**config.mk**
```make
export PLATFORM = sky130hd
export DESIGN_NAME = slot_table_allocate_and_find
export DESIGN_NICKNAME = d
export VERILOG_FILES = /design/src/rtl/staf_pkg.sv /design/src/rtl/staf_ctrl.sv /design/src/rtl/staf_dp.sv /design/src/rtl/slot_table_allocate_and_find.sv
export SDC_FILE = /design/constraint.sdc
export NUM_CORES = 1
export LEC_CHECK = 0
export BUFFER_PORTS_ARGS = -buffer_cell sky130_fd_sc_hd__clkbuf_2
export CORE_ASPECT_RATIO = 0.9
export CORE_MARGIN = 8
export CORE_UTILIZATION = 60
export CTS_CLUSTER_SIZE = 24
export DETAILED_ROUTE_END_ITERATION = 10
export GPL_ROUTABILITY_DRIVEN = 0
export GPL_TIMING_DRIVEN = 0
export HOLD_SLACK_MARGIN = 0.15
export PLACE_DENSITY = 0.84
export SYNTH_ARGS = -nofsm -noshare
export SYNTH_HDL_FRONTEND = slang
export SYNTH_HIERARCHICAL = 1
export SYNTH_SLANG_ARGS = --single-unit
```
**constraint.sdc**
```tcl
create_clock -name i_clk -period 12.88 [get_ports i_clk]
set_input_delay 1.288 -clock i_clk [delete_from_list [all_inputs] [get_ports i_clk]]
set_output_delay 1.288 -clock i_clk [all_outputs]
set_load 0.01 [all_outputs]
```
**src/rtl/staf_pkg.sv**
```systemverilog
// Shared types and codes for the slot table allocate-and-find block.
package staf_pkg;

    // Operation selector carried on the input tuser
    typedef enum logic {
        FUNC_ALLOC  = 1'b0,
        FUNC_LOOKUP = 1'b1
    } t_func;

    // Result status carried on the output tuser
    typedef enum logic [1:0] {
        ST_OK        = 2'd0,
        ST_FULL      = 2'd1,
        ST_NOT_FOUND = 2'd2,
        ST_EXHAUSTED = 2'd3
    } t_status;

    typedef enum logic [1:0] {
        S_IDLE,
        S_SCAN,
        S_DRAIN,
        S_DONE
    } t_state;

    // Controller to datapath
    typedef struct packed {
        logic load;    // latch request, clear scan accumulators
        logic scan;    // read one slot, advance address
        logic finish;  // load result register, commit allocation
    } t_dp_cmd;

    // Datapath to controller
    typedef struct packed {
        logic scan_last;  // address is on the last slot
        logic out_busy;   // result register holds a word not taken this cycle
    } t_dp_sts;

endpackage

```
**src/rtl/staf_ctrl.sv**
```systemverilog
// Sequencer for the slot table: accept, walk all slots, drain, deliver.
module staf_ctrl
    import staf_pkg::*;
(
    input  logic    i_clk,
    input  logic    i_rst_n,
    input  logic    i_in_valid,
    output logic    o_in_ready,
    input  t_dp_sts i_sts,
    output t_dp_cmd o_cmd
);

    t_state r_state;
    t_state n_state;

    always_ff @(posedge i_clk) begin
        if (!i_rst_n) begin
            r_state <= S_IDLE;
        end else begin
            r_state <= n_state;
        end
    end

    always_comb begin
        n_state = r_state;
        unique case (r_state)
            S_IDLE: begin
                if (i_in_valid) n_state = S_SCAN;
            end
            S_SCAN: begin
                if (i_sts.scan_last) n_state = S_DRAIN;
            end
            S_DRAIN: begin
                n_state = S_DONE;
            end
            S_DONE: begin
                if (!i_sts.out_busy) n_state = S_IDLE;
            end
            default: n_state = S_IDLE;
        endcase
    end

    always_comb begin
        o_cmd      = '0;
        o_in_ready = 1'b0;
        unique case (r_state)
            S_IDLE: begin
                o_in_ready = 1'b1;
                o_cmd.load = i_in_valid;
            end
            S_SCAN: begin
                o_cmd.scan = 1'b1;
            end
            S_DRAIN: begin
            end
            S_DONE: begin
                o_cmd.finish = !i_sts.out_busy;
            end
            default: begin
            end
        endcase
    end

endmodule

```
**src/rtl/staf_dp.sv**
```systemverilog
// Slot table datapath: id memory, occupied bits, scan accumulators, result register.
module staf_dp
    import staf_pkg::*;
#(
    parameter int ENTRIES = 16,
    parameter int ID_BITS = 16
) (
    input  logic        i_clk,
    input  logic        i_rst_n,
    input  t_dp_cmd     i_cmd,
    output t_dp_sts     o_sts,
    input  logic        i_func,
    input  logic [15:0] i_lookup_id,
    output logic        o_out_valid,
    input  logic        i_out_ready,
    output logic [1:0]  o_out_status,
    output logic [3:0]  o_out_slot,
    output logic [15:0] o_out_id
);

    localparam int IDX_W = $clog2(ENTRIES);
    localparam int CMP_W = ID_BITS + 16;
    localparam int SLT_W = IDX_W + 4;

    // Request
    logic               r_func;
    logic [15:0]        r_lookup;

    // Table storage
    logic [ID_BITS-1:0] r_mem [ENTRIES];
    logic [ENTRIES-1:0] r_occ;

    // Scan read pipe
    logic [IDX_W-1:0]   r_addr;
    logic               r_rd_vld;
    logic               r_rd_occ;
    logic [IDX_W-1:0]   r_rd_idx;
    logic [ID_BITS-1:0] r_rd_data;

    // Accumulators
    logic               r_free_found;
    logic [IDX_W-1:0]   r_free_idx;
    logic [ID_BITS-1:0] r_top;
    logic               r_match_found;
    logic [IDX_W-1:0]   r_match_idx;

    // Result register
    logic               r_out_vld;
    t_status            r_out_status;
    logic [3:0]         r_out_slot;
    logic [15:0]        r_out_id;

    t_status            n_status;
    logic [IDX_W-1:0]   n_slot;
    logic [ID_BITS-1:0] n_id;
    logic               n_commit;

    logic [ID_BITS-1:0] w_next_id;
    logic               w_hit;
    logic [SLT_W-1:0]   w_slot_ext;
    logic [CMP_W-1:0]   w_id_ext;

    assign w_next_id = r_top + ID_BITS'(1);
    assign w_hit     = r_rd_occ && (CMP_W'(r_rd_data) == CMP_W'(r_lookup));

    always_comb begin
        n_status = ST_OK;
        n_slot   = '0;
        n_id     = '0;
        n_commit = 1'b0;
        if (r_func == FUNC_ALLOC) begin
            priority if (!r_free_found) begin
                n_status = ST_FULL;
            end else if (r_top == '1) begin
                n_status = ST_EXHAUSTED;
            end else begin
                n_slot   = r_free_idx;
                n_id     = w_next_id;
                n_commit = 1'b1;
            end
        end else begin
            if (r_match_found) begin
                n_slot = r_match_idx;
                n_id   = ID_BITS'(r_lookup);
            end else begin
                n_status = ST_NOT_FOUND;
            end
        end
    end

    // Fields are masked to their port widths
    assign w_slot_ext = SLT_W'(n_slot);
    assign w_id_ext   = CMP_W'(n_id);

    // Memory: one read and one write port, read data registered
    always_ff @(posedge i_clk) begin
        if (i_cmd.finish && n_commit) r_mem[r_free_idx] <= w_next_id;
        if (i_cmd.scan) r_rd_data <= r_mem[r_addr];
    end

    always_ff @(posedge i_clk) begin
        if (!i_rst_n) begin
            r_occ     <= '0;
            r_rd_vld  <= 1'b0;
            r_out_vld <= 1'b0;
        end else begin
            r_rd_vld <= i_cmd.scan;
            if (i_cmd.finish && n_commit) r_occ[r_free_idx] <= 1'b1;
            if (i_cmd.finish) begin
                r_out_vld <= 1'b1;
            end else if (i_out_ready) begin
                r_out_vld <= 1'b0;
            end
        end
    end

    always_ff @(posedge i_clk) begin
        if (i_cmd.load) begin
            r_func        <= i_func;
            r_lookup      <= i_lookup_id;
            r_addr        <= '0;
            r_free_found  <= 1'b0;
            r_free_idx    <= '0;
            r_top         <= '0;
            r_match_found <= 1'b0;
            r_match_idx   <= '0;
        end else begin
            if (i_cmd.scan) begin
                r_addr   <= r_addr + IDX_W'(1);
                r_rd_occ <= r_occ[r_addr];
                r_rd_idx <= r_addr;
            end
            if (r_rd_vld) begin
                if (!r_rd_occ) begin
                    if (!r_free_found) begin
                        r_free_found <= 1'b1;
                        r_free_idx   <= r_rd_idx;
                    end
                end else if (r_rd_data > r_top) begin
                    r_top <= r_rd_data;
                end
                if (w_hit && !r_match_found) begin
                    r_match_found <= 1'b1;
                    r_match_idx   <= r_rd_idx;
                end
            end
        end
        if (i_cmd.finish) begin
            r_out_status <= n_status;
            r_out_slot   <= w_slot_ext[3:0];
            r_out_id     <= w_id_ext[15:0];
        end
    end

    assign o_sts.scan_last = (r_addr == IDX_W'(ENTRIES - 1));
    assign o_sts.out_busy  = r_out_vld && !i_out_ready;

    assign o_out_valid  = r_out_vld;
    assign o_out_status = r_out_status;
    assign o_out_slot   = r_out_slot;
    assign o_out_id     = r_out_id;

endmodule

```
**src/rtl/slot_table_allocate_and_find.sv**
```systemverilog
// Top level of the slot table allocator with lookup by id.
//
// A table of ENTRIES slots, each with an occupied bit and an ID_BITS-wide id.
// Reset frees every slot. An allocate word (tuser 0) takes the lowest free
// slot and tags it with one above the largest id held by any occupied slot
// (1 when the table is empty); it answers table full when no slot is free,
// or id range exhausted when the new id would not fit in ID_BITS. A lookup
// word (tuser 1) answers the lowest occupied slot whose id equals tdata, or
// not found. Every input word gives exactly one output word. The block works
// on one request at a time: it accepts the word, reads one slot per cycle from
// the id memory, folds the last read, then loads the result and writes back;
// it waits before the load only while the previous result has still not been
// taken. The result sits in an output register, so the next request is
// accepted while that result waits.
module slot_table_allocate_and_find
    import staf_pkg::*;
#(
    parameter int ENTRIES = 16,
    parameter int ID_BITS = 16
) (
    input  logic        i_clk,
    input  logic        i_rst_n,
    // request words
    input  logic        s_axis_tvalid,
    output logic        s_axis_tready,
    input  logic [15:0] s_axis_tdata,   // [15:0] lookup_id
    input  logic [0:0]  s_axis_tuser,   // [0] func
    // result words
    output logic        m_axis_tvalid,
    input  logic        m_axis_tready,
    output logic [23:0] m_axis_tdata,   // [3:0] slot_index, [19:4] assigned_id, [23:20] zero
    output logic [1:0]  m_axis_tuser    // [1:0] status
);

    t_dp_cmd     w_cmd;
    t_dp_sts     w_sts;
    logic [3:0]  w_slot;
    logic [15:0] w_id;

    staf_ctrl u_ctrl (
        .i_clk      (i_clk),
        .i_rst_n    (i_rst_n),
        .i_in_valid (s_axis_tvalid),
        .o_in_ready (s_axis_tready),
        .i_sts      (w_sts),
        .o_cmd      (w_cmd)
    );

    staf_dp #(
        .ENTRIES (ENTRIES),
        .ID_BITS (ID_BITS)
    ) u_dp (
        .i_clk        (i_clk),
        .i_rst_n      (i_rst_n),
        .i_cmd        (w_cmd),
        .o_sts        (w_sts),
        .i_func       (s_axis_tuser[0]),
        .i_lookup_id  (s_axis_tdata),
        .o_out_valid  (m_axis_tvalid),
        .i_out_ready  (m_axis_tready),
        .o_out_status (m_axis_tuser),
        .o_out_slot   (w_slot),
        .o_out_id     (w_id)
    );

    assign m_axis_tdata = {4'b0000, w_id, w_slot};

    // A result is never loaded over one that is still waiting
    a_no_overwrite: assert property (@(posedge i_clk) disable iff (!i_rst_n)
        !(w_cmd.finish && w_sts.out_busy))
        else $error("result loaded while output still pending");

    // Load, scan and finish are distinct phases
    a_cmd_onehot: assert property (@(posedge i_clk) disable iff (!i_rst_n)
        $onehot0({w_cmd.load, w_cmd.scan, w_cmd.finish}))
        else $error("overlapping datapath commands");

    // After accepting a request the block is busy for the walk
    a_busy_after_accept: assert property (@(posedge i_clk) disable iff (!i_rst_n)
        s_axis_tvalid && s_axis_tready |=> !s_axis_tready)
        else $error("second request accepted during a walk");

    // Failed requests carry zero slot and id
    a_fail_zero: assert property (@(posedge i_clk) disable iff (!i_rst_n)
        m_axis_tvalid && (m_axis_tuser != ST_OK) |-> (m_axis_tdata == 24'd0))
        else $error("nonzero payload on failed request");

endmodule

```
==> out/qor_table.md <==
| Result | This run |
| --- | --- |
| Total Negative Setup Slacks | 0 ns |
| Switching fraction of total power | 0.2774 |
| Final max-slew violation count | 0 |
| Global-route wire length before repair | 53.18 mm |
| Sequential share of the synthesized area | 0.7069 |
| Library cells used by synthesis | 54 |
| Master cell of the clock root buffer | sky130_fd_sc_hd__clkbuf_16 |
| YS warnings | 6 |
| Via-per-instance ratio | 6.572 |
| Maximum fanout encountered on the critical timing path | 10 |
| Total net switching power | 0.0008714 W |
| Overall die width | 181.8 um |
| Residual DRC | 0 |
| Clock latency on the worst-skew pair | 0.52 ns |
| Start-to-end type of the worst setup path | reg2reg |
| Top flip-flop cell by instance count after synthesis | sky130_fd_sc_hd__edfxtp_1 |
| Static leakage | 5.675 nW |
| Power density over cell area | 184.2 nW/um^2 |
| Average wire length per cell after detail routing | 28.60 um |
| Clock transition time at the flip-flop clock pins of the worst setup and hold paths | 0.06 ns |
| Number of cells produced by synthesis | 807 |
| Cell-internal power | 0.002270 W |
| Total count of hold-check failures in the final report | 0 |
| First DRT Iteration DRCs | 1,085 |
| Crit. End Element | flop |
| Placed instance count | 1,190 |
| Vias in the first global route | 8,340 |
| Row Count | 54 |
| Crit path arrival time | 3.40 ns |
| Final worst path period share | 0.2462 |
| Remaining antenna violation count after routing | 0 |
| Outcome | finished, final reports clean |
| I/O Pins | 49 |
| Overall fraction of global-route tracks in use | 0.2411 |
| Area Growth Syn to Fin | 14.91% |
| Ys async rst share | 0 |
| Count of H-tree levels built during CTS | 2 |
| Achievable clock frequency | 315.3 MHz |
| Class of the most critical hold timing path | reg2reg |
| Final antenna diode count | 0 |
| Total die area | 30,030 sq um |
| Share of power burned in registers | 0.466 |
| Minimum period implied by the final worst setup slack | 3.172 ns |
| Clock power frac | 0.324 |
| Flop and latch count out of synthesis | 366 |
| Worst ir drop on vdd | 120.3 uV |
| RSZ-0062 raised after global routing | no |
| Max Cap Violations | 0 |
| # setup viols final | 0 |
| Pin count of the biggest net entering global routing | 24 |
| Number of buffers created by CTS | 36 |
| Initial antenna violation count | 0 |
| Sort of element at the start of the critical path | flop |
| Final HPWL from detailed placement | 23.26 mm |
| CP Data Required Time | 13.10 ns |
| Sinks on Clock Net | 366 |
| Hold_buf cts | 0 |
| Overflow left after global routing | 0 |
| Layout cells sized above 1 | 0.2782 |
| Core area | 24,260 sq um |
| Relative max-transition margin | 0.05631 |
| Final cell count without fillers | 1,257 |
| Post-cts repair resize count | 0 |
| First-pass iteration count of the detailed router | 7 |
| Average instance area after synthesis | 18.39 sq um |
| IO Port Bufs | 44 |
| Gate power share | 0.210 |
| Synth Cell Area | 14,840 sq um |
| Post-route clock skew | 0.01339 ns |
| Detailed-route wire length | 35.95 mm |
| # Post-CTS Setup Buffers | 0 |
| Maximum buffer depth of the clock tree | 3 |
| Vias after detailed routing | 8,261 |
| Total number of nets in the final design | 965 |
| Starting utilization of the core area | 0.6118 |
| Chip Height | 165.2 um |
| Number of enable-type register cells in the synthesized netlist | 316 |
| TritonCTS clock tree | yes |
| Slew at the pin closest to its max-slew limit | 1.405 ns |
==> sequential cells by signal (all words and copies together), names as in the netlist, 16 cells and up <==
register,flops
u_dp/o_out_id,16
u_dp/r_occ,16
u_dp/r_rd_data,16
u_dp/r_lookup,16
u_dp/r_mem,256
u_dp/r_top,16
==> area by class of cell <==
type	instances	area (sq um)
tap	308	385.4
clock buffer	44	962.2
clock inverter	21	178.9
buffer	42	217.7
sequential	366	10490
inverter	25	93.84
timing repair buffer	74	509.2
fill	1454	7202
multi-input combinational	377	4217
==> stage by stage <==
step	utilization	setup WS [ns]	hold slack [ns]	power [W]	cell area, sq um
2_1_floorplan	-	7.809	0.4029	0.001911	14850
3_3_place_gp	0.6373	5.004	0.4156	0.002092	15460
3_5_place_dp	0.6523	9.236	0.4174	0.002121	15820
4_1_cts	0.6994	9.780	0.4337	0.003139	16960
5_1_grt	0.7031	9.635	0.4590	0.003242	17050
6_report	0.7031	9.708	0.4318	0.003141	17050
==> logic make-up after synthesis <==
group	Yosys count	synth area share
and+or+nand+nor	145	0.05607
AOI/OAI and AO/OA	65	0.03330
muxes	108	0.1445
adders and majority gates	22	0.01855
other	1	0.0002527
xor gates and xnor gates	33	0.01948
buffers and inverters	67	0.02099
DFF	366	0.7069
==> worst max-delay path, stage by stage, from the launching register on <==
cell and delay (ns):
sky130_fd_sc_hd__dfxtp_1 0.42, sky130_fd_sc_hd__ha_1 0.32, sky130_fd_sc_hd__and3_4 0.23, sky130_fd_sc_hd__nand4_4 0.16, sky130_fd_sc_hd__or3_1 0.22, sky130_fd_sc_hd__nand2_2 0.15
sky130_fd_sc_hd__buf_4 0.24, sky130_fd_sc_hd__nor3_2 0.89, sky130_fd_sc_hd__buf_8 0.24
==> power by group through the flow <==
| stage | clock network (W) | logic [W] | registers (W) |
|---|---|---|---|
| 2_1_floorplan | 0 | 0.000444 | 0.00147 |
| 3_3_place_gp | 0 | 0.000604 | 0.00149 |
| 3_5_place_dp | 0 | 0.000634 | 0.00149 |
| 4_1_cts | 0.00103 | 0.000647 | 0.00146 |
| 5_1_grt | 0.00107 | 0.000702 | 0.00147 |
| 6_report | 0.00102 | 0.000659 | 0.00146 |
==> cell usage after synthesis, types with 15 or more instances <==
library cell / n / share of area
sky130_fd_sc_hd__dfxtp_1: 50 / 0.067
sky130_fd_sc_hd__inv_1: 25 / 0.0063
sky130_fd_sc_hd__a22o_1: 19 / 0.011
sky130_fd_sc_hd__ha_1: 22 / 0.019
sky130_fd_sc_hd__nor2_1: 24 / 0.0061
sky130_fd_sc_hd__edfxtp_1: 316 / 0.64
sky130_fd_sc_hd__mux2i_1: 23 / 0.016
sky130_fd_sc_hd__xnor2_1: 21 / 0.012
sky130_fd_sc_hd__nand2b_1: 33 / 0.014
sky130_fd_sc_hd__clkbuf_1: 20 / 0.0051
sky130_fd_sc_hd__mux4_2: 85 / 0.13
sky130_fd_sc_hd__nor3_1: 15 / 0.0051
==> path summary, 6_finish.rpt <==
| check | startpoint | endpoint | slack (ns) | cells after the start |
|---|---|---|---|---|
| max reg2reg | u_dp/r_top[0] | u_dp/r_mem[10][6] | 9.71 | 8 |
| min reg2reg | u_dp/r_addr[3] | u_dp/r_rd_idx[3] | 0.43 | 0 |
| min | u_dp/r_addr[3] | u_dp/r_rd_idx[3] | 0.43 | 0 |
| max | u_dp/r_top[0] | u_dp/r_mem[10][6] | 9.71 | 8 |
==> layer usage <==
metal	share of wire	routed length [um]	track usage
met5	0	0	0
met4	0.037	1315	0.09159
met3	0.11	3805	0.04703
met2	0.48	17310	0.3964
met1	0.38	13510	0.3190
==> placed cells by master, fill, tap and decap left out, types with 5 or more instances in the layout <==
| master | count |
|---|---|
| sky130_fd_sc_hd__edfxtp_1 | 316 |
| sky130_fd_sc_hd__mux4_2 | 85 |
| sky130_fd_sc_hd__dfxtp_1 | 50 |
| sky130_fd_sc_hd__clkbuf_2 | 44 |
| sky130_fd_sc_hd__clkbuf_16 | 37 |
| sky130_fd_sc_hd__nand2b_1 | 33 |
| sky130_fd_sc_hd__clkbuf_1 | 26 |
| sky130_fd_sc_hd__inv_1 | 25 |
| sky130_fd_sc_hd__buf_4 | 24 |
| sky130_fd_sc_hd__nor2_1 | 24 |
| sky130_fd_sc_hd__mux2i_1 | 23 |
| sky130_fd_sc_hd__ha_1 | 22 |
| sky130_fd_sc_hd__a22o_1 | 19 |
| sky130_fd_sc_hd__nand2_1 | 13 |
| sky130_fd_sc_hd__a21oi_1 | 13 |
| sky130_fd_sc_hd__buf_2 | 12 |
| sky130_fd_sc_hd__xnor2_1 | 12 |
| sky130_fd_sc_hd__a32o_1 | 12 |
| sky130_fd_sc_hd__xor2_1 | 11 |
| sky130_fd_sc_hd__nand3_1 | 10 |
| sky130_fd_sc_hd__buf_6 | 10 |
| sky130_fd_sc_hd__clkinv_1 | 9 |
| sky130_fd_sc_hd__nand4_1 | 9 |
| sky130_fd_sc_hd__xnor2_2 | 9 |
| sky130_fd_sc_hd__nor3_2 | 9 |
| sky130_fd_sc_hd__nor4_2 | 7 |
| sky130_fd_sc_hd__clkinv_2 | 6 |
| sky130_fd_sc_hd__o21ai_0 | 6 |
| sky130_fd_sc_hd__nor3_1 | 6 |
| sky130_fd_sc_hd__nor2b_1 | 6 |
| sky130_fd_sc_hd__buf_8 | 5 |
No activity file was read; power rests on OpenSTA's default activity.
